<file path="src/rtl/mpfp_pkg.sv">
// ----------------------------------------------------------------------------
// MQTT packet field parser package
// Field kinds, packet type codes and helpers shared by the parser files.
// ----------------------------------------------------------------------------
`timescale 1ns / 1ps
`default_nettype none

package mpfp_pkg;

  // Widths of the stream fields
  localparam int unsigned BYTE_W    = 8;
  localparam int unsigned KIND_W    = 4;
  localparam int unsigned VALUE_W   = 28;
  localparam int unsigned NIBBLE_W  = 4;
  localparam int unsigned OUT_DATA_W = 40;

  // Default number of remaining-length bytes before overflow
  localparam int unsigned MAX_LENGTH_BYTES = 4;

  // Field kinds reported on the result stream
  localparam logic [KIND_W-1:0] KIND_HEADER    = 4'd0;
  localparam logic [KIND_W-1:0] KIND_LENGTH    = 4'd1;
  localparam logic [KIND_W-1:0] KIND_CONNFLAGS = 4'd2;
  localparam logic [KIND_W-1:0] KIND_KEEPALIVE = 4'd3;
  localparam logic [KIND_W-1:0] KIND_CLIENT_LEN = 4'd4;
  localparam logic [KIND_W-1:0] KIND_TOPIC_LEN = 4'd9;
  localparam logic [KIND_W-1:0] KIND_PKTID     = 4'd10;
  localparam logic [KIND_W-1:0] KIND_STRBYTE   = 4'd11;
  localparam logic [KIND_W-1:0] KIND_PAYLOAD   = 4'd12;
  localparam logic [KIND_W-1:0] KIND_QOS       = 4'd13;
  localparam logic [KIND_W-1:0] KIND_OVERFLOW  = 4'd14;
  localparam logic [KIND_W-1:0] KIND_ERROR     = 4'd15;

  // Values carried with the format error kind
  localparam logic [VALUE_W-1:0] ERR_UNSUPPORTED = 28'd1;
  localparam logic [VALUE_W-1:0] ERR_CUT_FIELD   = 28'd2;

  // Control packet types
  localparam logic [NIBBLE_W-1:0] TYPE_CONNECT     = 4'd1;
  localparam logic [NIBBLE_W-1:0] TYPE_PUBLISH     = 4'd3;
  localparam logic [NIBBLE_W-1:0] TYPE_PUBACK      = 4'd4;
  localparam logic [NIBBLE_W-1:0] TYPE_SUBSCRIBE   = 4'd8;
  localparam logic [NIBBLE_W-1:0] TYPE_UNSUBSCRIBE = 4'd10;
  localparam logic [NIBBLE_W-1:0] TYPE_PINGREQ     = 4'd12;
  localparam logic [NIBBLE_W-1:0] TYPE_DISCONNECT  = 4'd14;

  // True for the packet types that the parser decodes
  function automatic logic type_supported(input logic [NIBBLE_W-1:0] t);
    return (t == TYPE_CONNECT) || (t == TYPE_PUBLISH) ||
           ((t >= TYPE_PUBACK) && (t <= TYPE_SUBSCRIBE)) ||
           (t == TYPE_UNSUBSCRIBE) ||
           ((t >= TYPE_PINGREQ) && (t <= TYPE_DISCONNECT));
  endfunction

endpackage

`default_nettype wire

</file>
<file path="src/rtl/mqtt_packet_field_parser.sv">
// ----------------------------------------------------------------------------
// MQTT packet field parser
// Splits a received MQTT 3.1.1 byte stream into header, length and body
// fields, one optional result per byte.
// ----------------------------------------------------------------------------
//
//  Channel   Dir  Width  Contents
//  s_axis    in   8      tdata: data_byte
//  m_axis    out  40     tdata: field_value, packet_type, header_flags;
//                        tuser: field_kind; tlast: last
//
//  One byte per cycle sustained while results are taken; a byte's result
//  passes from the input register through the parse step into the result
//  register. The parse step is a single state update between the input and
//  result registers; bytes that yield no field leave no result.
//  Reset returns the parser to expect a fixed header.
//  A stalled result holds the result register; a byte already in the input
//  register waits, and an empty input register takes one more byte before
//  tready drops.
//
`timescale 1ns / 1ps
`default_nettype none

module mqtt_packet_field_parser #(
  parameter int unsigned MAX_LENGTH_BYTES = mpfp_pkg::MAX_LENGTH_BYTES
) (
  input  wire logic        clk_i,
  input  wire logic        rst_ni,
  // fields from bit 0: data_byte[7:0]
  input  wire logic [7:0]  s_axis_tdata_i,
  input  wire logic        s_axis_tvalid_i,
  output logic             s_axis_tready_o,
  // fields from bit 0: field_value[27:0], packet_type[31:28],
  // header_flags[35:32], zero[39:36]
  output logic [39:0]      m_axis_tdata_o,
  // fields from bit 0: field_kind[3:0]
  output logic [3:0]       m_axis_tuser_o,
  output logic             m_axis_tlast_o,
  output logic             m_axis_tvalid_o,
  input  wire logic        m_axis_tready_i
);

  localparam int unsigned BW = mpfp_pkg::BYTE_W;
  localparam int unsigned VW = mpfp_pkg::VALUE_W;
  localparam int unsigned NW = mpfp_pkg::NIBBLE_W;
  localparam int unsigned KW = mpfp_pkg::KIND_W;
  localparam int unsigned PAD_W = mpfp_pkg::OUT_DATA_W - VW - 2 * NW;

  // String slots
  localparam logic [2:0] SLOT_CLIENT   = 3'd0;
  localparam logic [2:0] SLOT_WILL_TOP = 3'd1;
  localparam logic [2:0] SLOT_WILL_MSG = 3'd2;
  localparam logic [2:0] SLOT_USER     = 3'd3;
  localparam logic [2:0] SLOT_PASS     = 3'd4;
  localparam logic [2:0] SLOT_TOPIC    = 3'd5;
  localparam logic [2:0] SLOT_FILTER   = 3'd6;

  // Connect flag bits
  localparam int unsigned CF_WILL = 2;
  localparam int unsigned CF_PASS = 6;
  localparam int unsigned CF_USER = 7;

  // Protocol name and level bytes ahead of the connect flags
  localparam logic [2:0] PROTO_BYTES = 3'd7;

  typedef enum logic [3:0] {
    PH_HDR,
    PH_LEN,
    PH_SKIP,
    PH_PROTO,
    PH_CFLAGS,
    PH_KA_H,
    PH_KA_L,
    PH_STR_H,
    PH_STR_L,
    PH_STR_BODY,
    PH_PID_H,
    PH_PID_L,
    PH_PAYLOAD,
    PH_QOS
  } phase_e;

  typedef struct packed {
    phase_e     phase;
    logic [2:0] slot;
  } next_t;

  // Input register
  logic          in_valid_q;
  logic [BW-1:0] in_byte_q;
  logic          advance;

  // Parser state
  phase_e        phase_q, phase_d;
  logic [2:0]    slot_q, slot_d;
  logic [NW-1:0] type_q, type_d;
  logic [NW-1:0] flags_q, flags_d;
  logic [VW-1:0] len_acc_q, len_acc_d;
  logic [2:0]    len_cnt_q, len_cnt_d;
  logic [VW-1:0] body_left_q, body_left_d;
  logic [BW-1:0] cflags_q, cflags_d;
  logic [BW-1:0] high_q, high_d;
  logic [15:0]   str_left_q, str_left_d;
  logic [2:0]    skip_q, skip_d;

  // Result register
  logic          out_valid_q;
  logic [KW-1:0] out_kind_q;
  logic [VW-1:0] out_value_q;
  logic [NW-1:0] out_type_q;
  logic [NW-1:0] out_flags_q;
  logic          out_last_q;

  // Result of the current step
  logic          have;
  logic [KW-1:0] kind;
  logic [VW-1:0] value;
  logic          last;

  // Step helpers
  logic [VW-1:0] len_add;
  logic [15:0]   word;
  logic [15:0]   str_dec;
  next_t         after;

  // Phase after a finished string of the given slot
  function automatic next_t after_string(input logic [2:0] slot, input logic [BW-1:0] cf,
                                         input logic [NW-1:0] t, input logic [NW-1:0] f);
    next_t n;
    n.phase = PH_SKIP;
    n.slot  = slot;
    case (slot)
      SLOT_CLIENT, SLOT_WILL_MSG, SLOT_USER: begin
        if (slot == SLOT_CLIENT && cf[CF_WILL]) begin
          n.phase = PH_STR_H;
          n.slot  = SLOT_WILL_TOP;
        end else if (slot != SLOT_USER && cf[CF_USER]) begin
          n.phase = PH_STR_H;
          n.slot  = SLOT_USER;
        end else if (cf[CF_PASS]) begin
          n.phase = PH_STR_H;
          n.slot  = SLOT_PASS;
        end
      end
      SLOT_WILL_TOP: begin
        n.phase = PH_STR_H;
        n.slot  = SLOT_WILL_MSG;
      end
      SLOT_TOPIC: begin
        n.phase = (f[2:1] != 2'd0) ? PH_PID_H : PH_PAYLOAD;
      end
      SLOT_FILTER: begin
        n.phase = (t == mpfp_pkg::TYPE_SUBSCRIBE) ? PH_QOS : PH_STR_H;
      end
      default: begin
        n.phase = PH_SKIP;
      end
    endcase
    return n;
  endfunction

  // Move a byte on when the result register is free or drains now
  assign advance         = in_valid_q && (!out_valid_q || m_axis_tready_i);
  assign s_axis_tready_o = !in_valid_q || advance;

  // Shifted length digit
  always_comb begin
    len_add = '0;
    case (len_cnt_q[1:0])
      2'd0:    len_add = VW'(in_byte_q[6:0]);
      2'd1:    len_add = VW'(in_byte_q[6:0]) << 7;
      2'd2:    len_add = VW'(in_byte_q[6:0]) << 14;
      default: len_add = VW'(in_byte_q[6:0]) << 21;
    endcase
  end

  assign word    = {high_q, in_byte_q};
  assign str_dec = str_left_q - 16'd1;
  assign after   = after_string(slot_q, cflags_q, type_q, flags_q);

  // Parse one byte
  always_comb begin
    phase_d     = phase_q;
    slot_d      = slot_q;
    type_d      = type_q;
    flags_d     = flags_q;
    len_acc_d   = len_acc_q;
    len_cnt_d   = len_cnt_q;
    body_left_d = body_left_q;
    cflags_d    = cflags_q;
    high_d      = high_q;
    str_left_d  = str_left_q;
    skip_d      = skip_q;
    have        = 1'b0;
    kind        = mpfp_pkg::KIND_HEADER;
    value       = '0;
    last        = 1'b0;

    case (phase_q)
      PH_HDR: begin
        type_d    = in_byte_q[7:4];
        flags_d   = in_byte_q[3:0];
        len_acc_d = '0;
        len_cnt_d = '0;
        have      = 1'b1;
        phase_d   = PH_LEN;
        if (mpfp_pkg::type_supported(in_byte_q[7:4])) begin
          kind  = mpfp_pkg::KIND_HEADER;
          value = VW'(in_byte_q);
        end else begin
          kind  = mpfp_pkg::KIND_ERROR;
          value = mpfp_pkg::ERR_UNSUPPORTED;
        end
      end
      PH_LEN: begin
        len_acc_d = len_acc_q + len_add;
        len_cnt_d = len_cnt_q + 3'd1;
        value     = len_acc_d;
        if (in_byte_q[7]) begin
          if (32'(len_cnt_d) >= MAX_LENGTH_BYTES) begin
            have    = 1'b1;
            kind    = mpfp_pkg::KIND_OVERFLOW;
            last    = 1'b1;
            phase_d = PH_HDR;
          end
        end else begin
          have        = 1'b1;
          kind        = mpfp_pkg::KIND_LENGTH;
          body_left_d = len_acc_d;
          if (len_acc_d == '0) begin
            last    = 1'b1;
            phase_d = PH_HDR;
          end else if (type_q == mpfp_pkg::TYPE_CONNECT) begin
            skip_d  = '0;
            phase_d = PH_PROTO;
          end else if (type_q == mpfp_pkg::TYPE_PUBLISH) begin
            phase_d = PH_STR_H;
            slot_d  = SLOT_TOPIC;
          end else if ((type_q >= mpfp_pkg::TYPE_PUBACK &&
                        type_q <= mpfp_pkg::TYPE_SUBSCRIBE) ||
                       type_q == mpfp_pkg::TYPE_UNSUBSCRIBE) begin
            phase_d = PH_PID_H;
          end else begin
            phase_d = PH_SKIP;
          end
        end
      end
      default: begin
        body_left_d = body_left_q - VW'(1);
        case (phase_q)
          PH_PROTO: begin
            skip_d = skip_q + 3'd1;
            if (skip_d == PROTO_BYTES) begin
              phase_d = PH_CFLAGS;
            end
          end
          PH_CFLAGS: begin
            cflags_d = in_byte_q;
            have     = 1'b1;
            kind     = mpfp_pkg::KIND_CONNFLAGS;
            value    = VW'(in_byte_q);
            phase_d  = PH_KA_H;
          end
          PH_KA_H: begin
            high_d  = in_byte_q;
            phase_d = PH_KA_L;
          end
          PH_PID_H: begin
            high_d  = in_byte_q;
            phase_d = PH_PID_L;
          end
          PH_KA_L: begin
            have    = 1'b1;
            kind    = mpfp_pkg::KIND_KEEPALIVE;
            value   = VW'(word);
            phase_d = PH_STR_H;
            slot_d  = SLOT_CLIENT;
          end
          PH_PID_L: begin
            have  = 1'b1;
            kind  = mpfp_pkg::KIND_PKTID;
            value = VW'(word);
            if (type_q == mpfp_pkg::TYPE_PUBLISH) begin
              phase_d = PH_PAYLOAD;
            end else if (type_q == mpfp_pkg::TYPE_SUBSCRIBE ||
                         type_q == mpfp_pkg::TYPE_UNSUBSCRIBE) begin
              phase_d = PH_STR_H;
              slot_d  = SLOT_FILTER;
            end else begin
              phase_d = PH_SKIP;
            end
          end
          PH_PAYLOAD: begin
            have  = 1'b1;
            kind  = mpfp_pkg::KIND_PAYLOAD;
            value = VW'(in_byte_q);
          end
          PH_QOS: begin
            have    = 1'b1;
            kind    = mpfp_pkg::KIND_QOS;
            value   = VW'(in_byte_q);
            phase_d = PH_STR_H;
            slot_d  = SLOT_FILTER;
          end
          PH_STR_H: begin
            high_d  = in_byte_q;
            phase_d = PH_STR_L;
          end
          PH_STR_L: begin
            str_left_d = word;
            have       = 1'b1;
            kind       = (slot_q <= SLOT_PASS) ? mpfp_pkg::KIND_CLIENT_LEN + KW'(slot_q)
                                               : mpfp_pkg::KIND_TOPIC_LEN;
            value      = VW'(word);
            if (word == 16'd0) begin
              phase_d = after.phase;
              slot_d  = after.slot;
            end else begin
              phase_d = PH_STR_BODY;
            end
          end
          PH_STR_BODY: begin
            have       = 1'b1;
            kind       = mpfp_pkg::KIND_STRBYTE;
            value      = VW'(in_byte_q);
            str_left_d = str_dec;
            if (str_dec == 16'd0) begin
              phase_d = after.phase;
              slot_d  = after.slot;
            end
          end
          default: begin
            // skipped body byte
          end
        endcase
        // Close the packet on its final body byte
        if (body_left_d == '0) begin
          if (!have) begin
            have  = 1'b1;
            kind  = mpfp_pkg::KIND_ERROR;
            value = mpfp_pkg::ERR_CUT_FIELD;
          end
          last    = 1'b1;
          phase_d = PH_HDR;
        end
      end
    endcase
  end

  // Hold input byte, parser state and result register
  always_ff @(posedge clk_i or negedge rst_ni) begin
    if (!rst_ni) begin
      in_valid_q  <= 1'b0;
      in_byte_q   <= '0;
      phase_q     <= PH_HDR;
      slot_q      <= SLOT_CLIENT;
      type_q      <= '0;
      flags_q     <= '0;
      len_acc_q   <= '0;
      len_cnt_q   <= '0;
      body_left_q <= '0;
      cflags_q    <= '0;
      high_q      <= '0;
      str_left_q  <= '0;
      skip_q      <= '0;
      out_valid_q <= 1'b0;
      out_kind_q  <= '0;
      out_value_q <= '0;
      out_type_q  <= '0;
      out_flags_q <= '0;
      out_last_q  <= 1'b0;
    end else begin
      // take a new byte whenever the input register frees up
      if (s_axis_tready_o) begin
        in_valid_q <= s_axis_tvalid_i;
        if (s_axis_tvalid_i) begin
          in_byte_q <= s_axis_tdata_i;
        end
      end
      if (advance) begin
        phase_q     <= phase_d;
        slot_q      <= slot_d;
        type_q      <= type_d;
        flags_q     <= flags_d;
        len_acc_q   <= len_acc_d;
        len_cnt_q   <= len_cnt_d;
        body_left_q <= body_left_d;
        cflags_q    <= cflags_d;
        high_q      <= high_d;
        str_left_q  <= str_left_d;
        skip_q      <= skip_d;
        out_valid_q <= have;
        if (have) begin
          out_kind_q  <= kind;
          out_value_q <= value;
          out_type_q  <= type_d;
          out_flags_q <= flags_d;
          out_last_q  <= last;
        end
      end else if (m_axis_tready_i) begin
        out_valid_q <= 1'b0;
      end
    end
  end

  assign m_axis_tvalid_o = out_valid_q;
  assign m_axis_tdata_o  = {{PAD_W{1'b0}}, out_flags_q, out_type_q, out_value_q};
  assign m_axis_tuser_o  = out_kind_q;
  assign m_axis_tlast_o  = out_last_q;

endmodule

`default_nettype wire

</file>
<file path="config.mk">
export PLATFORM = sky130hd
export DESIGN_NAME = mqtt_packet_field_parser
export DESIGN_NICKNAME = d
export VERILOG_FILES = /design/src/rtl/mpfp_pkg.sv /design/src/rtl/mqtt_packet_field_parser.sv
export SDC_FILE = /design/constraint.sdc
export NUM_CORES = 1
export LEC_CHECK = 0
export BUFFER_PORTS_ARGS = -buffer_cell sky130_fd_sc_hd__buf_4
export CAP_MARGIN = 25
export CORE_MARGIN = 2
export CORE_UTILIZATION = 40
export DETAILED_ROUTE_END_ITERATION = 7
export GPL_TIMING_DRIVEN = 0
export PLACE_DENSITY_LB_ADDON = 0.05
export SLEW_MARGIN = 20
export SYNTH_ARGS = -nofsm -noshare
export SYNTH_HDL_FRONTEND = slang
export SYNTH_SLANG_ARGS = --single-unit
</file>
<file path="constraint.sdc">
create_clock -name clk_i -period 5.1 [get_ports clk_i]
set_clock_uncertainty 0.2 [all_clocks]
set_input_delay 1.02 -clock clk_i [delete_from_list [all_inputs] [get_ports clk_i]]
set_output_delay 1.02 -clock clk_i [all_outputs]
set_load 0.03 [all_outputs]
</file>
---- Word-level counts from Yosys, hierarchy flattened ----
Cells that the tools add are included.
word-level totals
  memories kept ........................... 0
  output and inout bits ................... 47
  latch bits .............................. 0
  bits in registers ....................... 160
  RAM bits ................................ 0
  logic and storage cells ................. 191
  bits of input ports ..................... 12
  bits in read-only memories .............. 0
operators by class
  reductions and logical operators ........ 47
  eq/ne operators ......................... 40
  divide/modulo/power cells ............... 0
  add/subtract/negate cells ............... 6
  shift-type cells ........................ 0
  multiplexer cells ....................... 69
  $mul .................................... 0
  bitwise logic cells ..................... 2
  order comparisons ....................... 8
operators by type and width
  cell                                                    number
  one-hot mux 28 bit (2 select lines)                     3
  2-to-1 mux 28 bit                                       3
  one-hot mux 28 bit (3 select lines)                     1
  2-to-1 mux 4 bit                                        20
  one-hot mux 16 bit (2 select lines)                     2
  zero test 28 bit                                        2
  2-to-1 mux 3 bit                                        14
  == test 4 bit (second input constant)                   9
  one-hot mux 4 bit (9 select lines)                      1
  zero test 16 bit                                        2
  adder 28 bit                                            1
  one-hot mux 4 bit (7 select lines)                      1
  subtractor 28 x 1 -> 28 bit (second input constant)     1
  one-hot mux 3 bit (2 select lines)                      4
  == test 4 x 3 -> 1 bit (second input constant)          4
  one-hot mux 4 bit (2 select lines)                      2
  one-hot mux 4 bit (4 select lines)                      1
  subtractor 16 x 1 -> 16 bit (second input constant)     1
  != test 3 bit (second input constant)                   5
  one-hot mux 3 bit (5 select lines)                      1
  2-to-1 mux 7 bit                                        2
  == test 4 x 1 -> 1 bit (second input constant)          3
  == test 4 x 2 -> 1 bit (second input constant)          3
  less-or-equal comparator 4 bit (second input constant)  3
  other kinds (37)                                        83

---- Logic depth before layout (Yosys ltp) ----
Gate-level depths: netlist of the first run.
  depth in word-level cells ............... 9
  depth in mapped cells ................... 15
  depth with buffers taken out ............ 15

---- Worst setup path after synthesis of the first run ----
No wires, ideal clock.
  path kind ............................... flip-flop to flip-flop
  start ................................... reg len_cnt_q[0]
  end ..................................... reg skip_q[0]
  data arrival time ....................... 3863 ps
  cell stages (with the launch flop) ...... 16
  library setup time ...................... 82 ps
  path slack .............................. 955 ps
  path buffers ............................ 0
  cell sequence ........................... dfrtp_1 inv_1 ha_1 nor2b_1 and2_1 ha_1 fa_1 a21oi_1 o221ai_1 a21o_1 a211oi_2 or4b_2 nand3_1 or4b_4 or4_4 a31oi_1
between the ends
  longest elaborated chain between the ends .. 6
  elaborated cells between the ends (all ways) .. 8
  those cells by class .................... add/sub (1); eq/ne (3); mux (1); reduce/logical (3)
ends and longest elaborated chain
  what                                         line                             source
  from (decl)                                  mqtt_packet_field_parser.sv:99   logic [2:0] len_cnt_q, len_cnt_d;
  from (signal assigned)                       mqtt_packet_field_parser.sv:386  len_cnt_q <= len_cnt_d;
  == test 2 bit, or another cell as far along  mqtt_packet_field_parser.sv:169  case (len_cnt_q[1:0])
  one-hot mux 28 bit (3 select lines) *        mqtt_packet_field_parser.sv:169
  adder 28 bit *                               mqtt_packet_field_parser.sv:216  len_acc_d = len_acc_q + len_add;
  zero test 28 bit *                           mqtt_packet_field_parser.sv:230  if (len_acc_d == '0) begin
  != test 2 bit (no line) *                    --
  AND reduction 6 bit (no line) *              --
  to (signal assigned)                         mqtt_packet_field_parser.sv:391  skip_q <= skip_d;
  to (decl)                                    mqtt_packet_field_parser.sv:104  logic [2:0] skip_q, skip_d;
Every way passes the cells marked *; elsewhere a longest branch is shown, timed or not.
A chain may end at the register's enable or synchronous reset.

---- Worst setup path in the final report of the first run ----
Ends and elaborated chain as after synthesis.

==> results.toml, run 1 <==
[outcome]
status = "completed"

[timing]
slew_headroom = 0.391
post-route-period-util = 0.970
post-route-min-period_ns = 4.95
fmax_ghz = 0.202
rsz0062_at_grt = "no"
hold_violations = 0
final-max-slew-violation-count = 0
hold_ws_ns = 0.283
finalSetupViolCount = 0
tightest_slew_ns = 0.907

[clock_network]
cts_root_buffer = "clkbuf_16"
clkLatencyLatePin_ns = 0.44
cts_made_buffers = 17
cts_buffer_depth = 2
hold_buffers = 0
clk_pin_slew_ns = 0.07
cts.sinks = 155
cts_tree = "done"
htree_levels = 4

[layout]
fin_cells = 1709
antenna_cells = 0
drive_gt1_frac = 0.125
num-nets-final = 1412
fillers = 2622
regArea_um2 = 3880
area_delta_synth_final_pct = 14.5
multiInputGateArea_um2 = 6120

[critical_path]
cp-start-kind = "flip-flop"
cp-end-kind = "flip-flop"
crit_arrival_ns = 5.10
critPathRequiredTime_ns = 5.26
path_common_cell = "ha_1"
path_delay_family = "simple AND/OR/NAND/NOR gates"
critPathSlowestCell = "or4b_4"
slowest_delay_ns = 0.60
cp_max_fo = 7
path_class = "reg -> reg"
crit_chain = "inv_1 -> ha_1 -> nor2b_1 -> and2_1 -> ha_1 -> fa_1 -> a21oi_1 -> o221ai_1 -> a21o_2 -> a211oi_2 -> or4b_2 -> nand3_1 -> or4b_4 -> or4_4 -> a31oi_1"
timing.critical_path.buf_inv = 1

[die]
die_height_um = 166
coreArea_um2 = 25900
row_count = 59
die-area_um2 = 27500
die_w_um = 166
num_io_pins = 59
start_util = 0.405

[yosys]
synth_warnings = 0
yosysUniqueCellTypes = 77
synthCells = 1279
ys.flop_type = "dfrtp_1"
synth-edff-count = 0
syn_area_um2 = 10500
synth-seq-cells = 155
yosys.area.top_type = "dfrtp_1"
synth_area_per_cell_um2 = 8.20
synth_top_area_share = 0.370
yosys-top-cells-area = "dfrtp_1 (37%), nand2_1 (6.5%), o21ai_0 (5.8%)"
async_flop_share = 1.00
ys_seq_area_frac = 0.370

[route]
via_per_inst = 5.98
via_count = 10226
routed_wl_um = 37900
drc = 0
wl_per_cell_um = 22.2
dr.pass1.iters = 5
drtIter0Drc = 1038
ant_nets = 0

[global_route]
grt_pass1_wl_um = 58500
grt_pass1_vias = 9521
antenna_found_initial = 0
grt_start_max_net_pins = 82
track_usage = 0.274
grt-ovfl-total = 0

[power_and_ir_drop]
leakage_nw = 5.03
power_density_nw_per_um2 = 593
ir_worst_vdd_uv = 297

[placement]
port_buffers = 54
dp_hpwl_um = 27500
dp.cells = 1672
globalplace.congestion = 0.901

[worst_hold_path]
min_path_type = "reg -> reg"

[run]
drv_cap = 0
-- logic make-up (layout without fill, tap and decap cells) --
kind of cell / Yosys count / count (layout) / share of synthesized area
other: 1 / 4 / 0.000357
XOR/XNOR: 28 / 28 / 0.0234
buffers and inverters: 120 / 212 / 0.0504
flip-flops: 155 / 155 / 0.370
multiplexers: 46 / 46 / 0.0477
AND/OR/NAND/NOR: 498 / 498 / 0.228
AO/OA/AOI/OAI: 392 / 392 / 0.233
adder cells (fa/ha/maj): 39 / 39 / 0.0472
-- worst paths after layout --
kind	startpoint	to	slack, ns	depth (start not counted)
min in group asynchronous	rst_ni	len_acc_q[20]	0.35	1
setup / recovery	len_cnt_q[0]	skip_q[0]	0.15	15
hold reg to reg	out_value_q[17]	out_value_q[17]	0.28	2
max in group asynchronous	rst_ni	cflags_q[2]	3.53	2
hold / removal	out_value_q[17]	out_value_q[17]	0.28	2
setup reg to reg	len_cnt_q[0]	skip_q[0]	0.15	15
-- flip-flops by register name, indices dropped and copies added, names as in the netlist, 8 cells and up --
name         cells
body_left_q     28
high_q           8
in_byte_q        8
len_acc_q       28
out_value_q     28
str_left_q      16
-- placed cells by master, fill, tap and decap left out, drive strengths merged, types with 21 or more instances in the layout --
cell	n
a21oi	106
a31oi	21
and2	36
buf	86
clkbuf	86
dfrtp	155
ha	38
inv	33
mux2	32
nand2	183
nand3	28
nand4	21
nor2	104
nor3	32
o21ai	125
xnor2	21
-- final cells by class --
type | count | area share
well taps | 335 | 0.0349
inverters | 31 | 0.00969
flip-flops and latches | 155 | 0.323
multi-input cells | 1007 | 0.509
repair buffers | 60 | 0.0398
plain buffers | 89 | 0.0344
clock buffers | 23 | 0.0398
clock inverters | 9 | 0.00927
-- worst register-to-register path, stage by stage (launching register included) --
cell,delay (ns)
dfrtp_1,0.46
inv_1,0.09
ha_1,0.20
nor2b_1,0.21
and2_1,0.20
ha_1,0.21
fa_1,0.44
a21oi_1,0.25
o221ai_1,0.29
a21o_2,0.34
a211oi_2,0.33
or4b_2,0.20
nand3_1,0.08
or4b_4,0.60
or4_4,0.60
a31oi_1,0.17
-- power by group --
part | leakage, nW | switching [W] | internal, W
clock network | 0.284 | 0.000566 | 0.000764
registers | 1.96 | 0.000470 | 0.00168
logic | 2.78 | 0.00237 | 0.00129
-- repair_timing --
item                       in CTS  in global routing
setup buffers                   0                  5
pin swaps                       1                  2
gates cloned                    0                  0
setup endpoints to repair      11                 11
gates resized for setup         3                  2
-- cell usage after synthesis, types with 13 or more instances --
cell type and instances:
a21oi_1 104, xnor2_1 21, mux2_2 32, mux2i_1 14, o21a_1 16, nor3_1 32, a31oi_1 21, and2_1 36
nand2_1 183, nor4_1 18, ha_1 38, nand2b_1 16, nand3_1 28, o21ai_0 122, o22ai_1 13, o31ai_1 18
nor2_1 104, nand4_1 21, clkbuf_1 61, inv_1 31, dfrtp_1 155
-- through the flow --
stage / util / TNS, ns / instance area [µm²] / power, W / worst slack [ns]
floorplan: - / 0 / 10500 / 0.00448 / 0.955
global placement: 0.437 / -1.13 / 11300 / 0.00571 / -0.275
detailed placement: 0.439 / -1.21 / 11400 / 0.00573 / -0.268
CTS: 0.462 / 0 / 12000 / 0.00708 / 0.0865
global route: 0.464 / 0 / 12000 / 0.00760 / 0.0159
finish: 0.464 / 0 / 12000 / 0.00713 / 0.155
-- routing by layer --
| layer | global-route usage | wire (µm) | share of wire |
|---|---|---|---|
| met1 | 0.411 | 18100 | 0.48 |
| met4 | 0.0832 | 918 | 0.024 |
| met5 | 0 | 0 | 0 |
| met2 | 0.409 | 16500 | 0.43 |
| met3 | 0.0372 | 2410 | 0.064 |
(Power assumes the default switching activity.)
==> run 2, diff against run 1 <==
SETUP_SLACK_MARGIN = 0.4   (was unset)
==> results.toml, run 2 (synthesis results as in run 1) <==
[outcome]
status = "completed"

[clock_network]
clkLatencyLatePin_ns = 0.44
cts_made_buffers = 17
hold_buffers = 0
cts_root_buffer = "clkbuf_16"
cts_buffer_depth = 2
cts.sinks = 155
clk_pin_slew_ns = 0.07
cts_tree = "done"
htree_levels = 4

[die]
row_count = 59
die-area_um2 = 27500
die_height_um = 166
num_io_pins = 59
die_w_um = 166
start_util = 0.405
coreArea_um2 = 25900

[worst_hold_path]
min_path_type = "reg -> reg"

[global_route]
grt-ovfl-total = 0
grt_pass1_vias = 9537
grt_start_max_net_pins = 82
antenna_found_initial = 0
track_usage = 0.274
grt_pass1_wl_um = 58500

[critical_path]
path_class = "reg -> reg"
crit_arrival_ns = 4.68
cp_max_fo = 8
cp-start-kind = "flip-flop"
slowest_delay_ns = 0.60
critPathSlowestCell = "or4_4"
crit_chain = "inv_1 -> ha_1 -> nor2b_4 -> and2_1 -> ha_1 -> clkbuf_1 -> nand2_1 -> o21ai_1 -> a22o_1 -> a211o_1 -> o311ai_0 -> a21oi_1 -> or4b_4 -> or4_4 -> a31oi_1"
cp-end-kind = "flip-flop"
critPathRequiredTime_ns = 5.26
path_common_cell = "ha_1"
path_delay_family = "simple AND/OR/NAND/NOR gates"
timing.critical_path.buf_inv = 2

[placement]
dp_hpwl_um = 27500
port_buffers = 54
dp.cells = 1672
pre_cts_slack_ns = -0.268
globalplace.congestion = 0.901

[timing]
hold_violations = 0
post-route-min-period_ns = 4.52
tightest_slew_ns = 0.914
layout_setup_ws_ns = 0.578
post-route-period-util = 0.887
finalSetupViolCount = 0
final-max-slew-violation-count = 0
fmax_ghz = 0.221
rsz0062_at_grt = "no"
slew_headroom = 0.386

[layout]
area_delta_synth_final_pct = 15.3
num-nets-final = 1412
layout_common_cells = "nand2_1 (183), dfrtp_1 (153), o21ai_0 (122), nor2_1 (104), a21oi_1 (103)"
antenna_cells = 0
layout_commonest_cell = "nand2_1"
fillers = 2615
multiInputGateArea_um2 = 6190
drive_gt1_frac = 0.137
regArea_um2 = 3880
postLayoutCoreUtil = 0.467
fin_cells = 1709
top_regs = "body_left_q: 28 flops, len_acc_q: 28 flops, out_value_q: 28 flops"

[route]
ant_nets = 0
wl_per_cell_um = 22.2
routed_wl_um = 38000
drc = 0
via_count = 10174
drtIter0Drc = 951
dr.pass1.iters = 5
via_per_inst = 5.95

[power_and_ir_drop]
ir_worst_vdd_uv = 297
power_density_nw_per_um2 = 593
leakage_nw = 5.06

[run]
drv_cap = 0
[run 2: cell types whose count changed in the layout (fill, tap and decap cells not counted), moves of 2 or more]
| cell | change |
|---|---|
| nor2b_4 | +2 |
| dfrtp_2 | +2 |
| nor2b_1 | -2 |
| clkbuf_1 | -7 |
| dfrtp_1 | -2 |
| clkbuf_2 | +7 |
[run 2: final timing paths]
check,slack [ns],end,from,cells after the start
max,0.58,skip_q[0],len_cnt_q[0],15
min,0.28,out_flags_q[0],out_flags_q[0],2
max reg2reg,0.58,skip_q[0],len_cnt_q[0],15
min reg2reg,0.28,out_flags_q[0],out_flags_q[0],2
max in group asynchronous,3.53,len_cnt_q[0],rst_ni,2
min in group asynchronous,0.34,len_acc_q[20],rst_ni,1
[run 2: worst register-to-register path: cells and delay by family (launching register included)]
family,cells,cell delay (ns)
flip-flops,1,0.42
adder cells (fa/ha/maj),2,0.46
buffers and inverters,2,0.33
AO/OA/AOI/OAI,6,1.43
AND/OR/NAND/NOR,5,1.60
[run 2: cell type report]
class	instances	area share
clock inverter	9	0.00921
buffer	89	0.0349
inverter	31	0.00962
sequential	155	0.321
tap	335	0.0347
clock buffer	23	0.0395
timing repair buffer	60	0.0395
multi-input combinational	1007	0.512
[run 2: layer usage]
| metal | wire length [µm] | global-route usage | vias up | part of all wire |
|---|---|---|---|---|
| met3 | 2190 | 0.0384 | 51 | 0.058 |
| li1 | - | - | 4787 | - |
| met2 | 16500 | 0.409 | 340 | 0.43 |
| met4 | 931 | 0.0843 | 0 | 0.024 |
| met5 | 0 | 0 | - | 0 |
| met1 | 18400 | 0.412 | 4996 | 0.48 |
[run 2: per-stage QoR]
step | instance area (µm²) | hold WS (ns) | power, W | TNS (ns)
6_report | 12100 | 0.282 | 0.00718 | 0
3_3_place_gp | 11300 | 0.263 | 0.00571 | -1.13
3_5_place_dp | 11400 | 0.276 | 0.00573 | -1.21
5_1_grt | 12100 | 0.310 | 0.00764 | 0
4_1_cts | 12000 | 0.290 | 0.00710 | 0
2_1_floorplan | 10500 | 0.244 | 0.00448 | 0
[run 2: where the power goes]
| group | internal [W] | switching [W] | total (W) | leakage, nW |
|---|---|---|---|---|
| Sequential | 0.00168 | 0.000472 | 0.00215 | 1.96 |
| Clock | 0.000764 | 0.000568 | 0.00133 | 0.284 |
| Combinational | 0.00131 | 0.00238 | 0.00370 | 2.82 |
[run 2: repair_timing]
| action | 4_1_cts | 5_1_grt |
|---|---|---|
| endpoints found under the setup margin | 11 | 23 |
| resized for setup | 11 | 25 |
| pin swaps | 2 | 2 |
| buffers inserted | 1 | 4 |
==> run 3, diff against run 2 <==
CORE_ASPECT_RATIO = 0.8   (was unset)
REMOVE_ABC_BUFFERS = 1   (was unset)
==> results.toml, run 3 (synthesis results as in run 1) <==
[clock_network]
hold_buffers = 0
cts_root_buffer = "clkbuf_16"
cts.sinks = 155
cts_buffer_depth = 2
cts_tree = "done"
clk_pin_slew_ns = 0.07
htree_levels = 4
cts_made_buffers = 17
clkLatencyLatePin_ns = 0.44

[critical_path]
cp-end-kind = "flip-flop"
startpoint = "len_cnt_q[0]"
critPathRequiredTime_ns = 5.27
cp_max_fo = 10
crit_arrival_ns = 4.73
r2r_start = "len_cnt_q[0]"
reg2reg_slack_ns = 0.54
path_class = "reg -> reg"
cp-start-kind = "flip-flop"

[layout]
num-nets-final = 1338
area_delta_synth_final_pct = 13.9
fin_cells = 1651
drive_gt1_frac = 0.140
antenna_cells = 0
fillers = 2560
layout_common_cells = "nand2_1 (180), dfrtp_1 (154), o21ai_0 (121), a21oi_1 (103), nor2_1 (102)"
postLayoutCoreUtil = 0.468
layout_commonest_cell = "nand2_1"
postLayoutCellArea_um2 = 11900
top_regs = "body_left_q: 28 flops, len_acc_q: 28 flops, out_value_q: 28 flops"

[global_route]
grt-ovfl-total = 0
grt_pass1_vias = 8712
track_usage = 0.239
grt_start_max_net_pins = 85
gr-usage-met1 = 0.384
antenna_found_initial = 0
use_met3 = 0.0417
grt_pass1_wl_um = 50700
met2_usage = 0.330
grt-busiest-layer = "met1"

[timing]
hold_violations = 0
final-max-slew-violation-count = 0
post-route-min-period_ns = 4.56
post-route-period-util = 0.895
tightest_slew_ns = 0.928
fmax_ghz = 0.219
rsz0062_at_grt = "yes"
slew_headroom = 0.381
finalSetupViolCount = 0

[run]
drv_cap = 0

[placement]
globalplace.congestion = 0.891
port_buffers = 54
dp.cells = 1614
post_dp_cell_area_um2 = 11200
dp_hpwl_um = 23000

[route]
wl_per_cell_um = 19.5
via_per_inst = 5.77
via_count = 9522
routed_wl_um = 32300
drc = 0
dr.pass1.iters = 5
ant_nets = 0
drtIter0Drc = 995

[die]
num_io_pins = 59
die_w_um = 185
row_count = 52
start_util = 0.411
coreArea_um2 = 25500
die-area_um2 = 27500
die_height_um = 149

[power_and_ir_drop]
ir_worst_vdd_uv = 346
leakage_nw = 4.97
power_density_nw_per_um2 = 581

[worst_hold_path]
min-delay-start = "out_value_q[17]"
min_path_type = "reg -> reg"

[outcome]
status = "completed"
==> run 3: worst paths after layout <==
| kind | end | cells after the start |
|---|---|---|
| max | skip_q[0] | 14 |
| min | out_value_q[17] | 2 |
| max reg2reg | skip_q[0] | 14 |
| min reg2reg | out_value_q[17] | 2 |
| max in group asynchronous | len_cnt_q[0] | 2 |
| min in group asynchronous | out_value_q[17] | 1 |
==> run 3: area by class of cell <==
| class | count | area (µm²) | share of cell area |
|---|---|---|---|
| timing repair buffer | 75 | 688 | 0.0576 |
| multi-input combinational | 1007 | 6200 | 0.519 |
| clock inverter | 12 | 161 | 0.0135 |
| clock buffer | 20 | 457 | 0.0382 |
| sequential | 155 | 3880 | 0.325 |
| inverter | 31 | 116 | 0.00974 |
| tap | 351 | 439 | 0.0368 |
==> run 3: timing repair <==
action,4_1_cts,5_1_grt
endpoints found under the setup margin,11,20
buffers inserted,2,3
pin swaps,2,2
gates resized for setup,8,11
==> run 3: metal layers <==
metal  vias up  share of wire
li1       4647              -
met1      4584           0.53
met4         0         0.0091
met5         -              0
met2       271           0.41
met3        20          0.055
==> run 3: critical path, cell delays in order (launching register included) <==
cell      delay, ns
dfrtp_2        0.44
inv_1          0.08
ha_1           0.20
nor2b_4        0.15
and2_1         0.16
ha_1           0.50
nand2_1        0.15
o21ai_1        0.46
a22o_1         0.28
a211o_1        0.11
o311ai_0       0.26
a21oi_1        0.19
or4b_4         0.53
or4_4          0.59
a31oi_1        0.18
==> run 3: power by group <==
group,internal (W),switching (W)
sequential,0.00167,0.000650
combinational,0.00128,0.00197
clock,0.000801,0.000565
total,0.00376,0.00319
==> run 3: per-stage QoR <==
step / hold slack (ns) / setup slack [ns] / total power (W) / setup TNS, ns
after CTS: 0.283 / 0.409 / 0.00692 / 0
after global routing: 0.317 / 0.348 / 0.00746 / 0
final: 0.278 / 0.537 / 0.00694 / 0
after floorplan: 0.245 / -0.739 / 0.00433 / -33.55
after global placement: 0.262 / -4.48 / 0.00538 / -359.89
after detailed placement: 0.264 / -0.0209 / 0.00551 / -0.0574
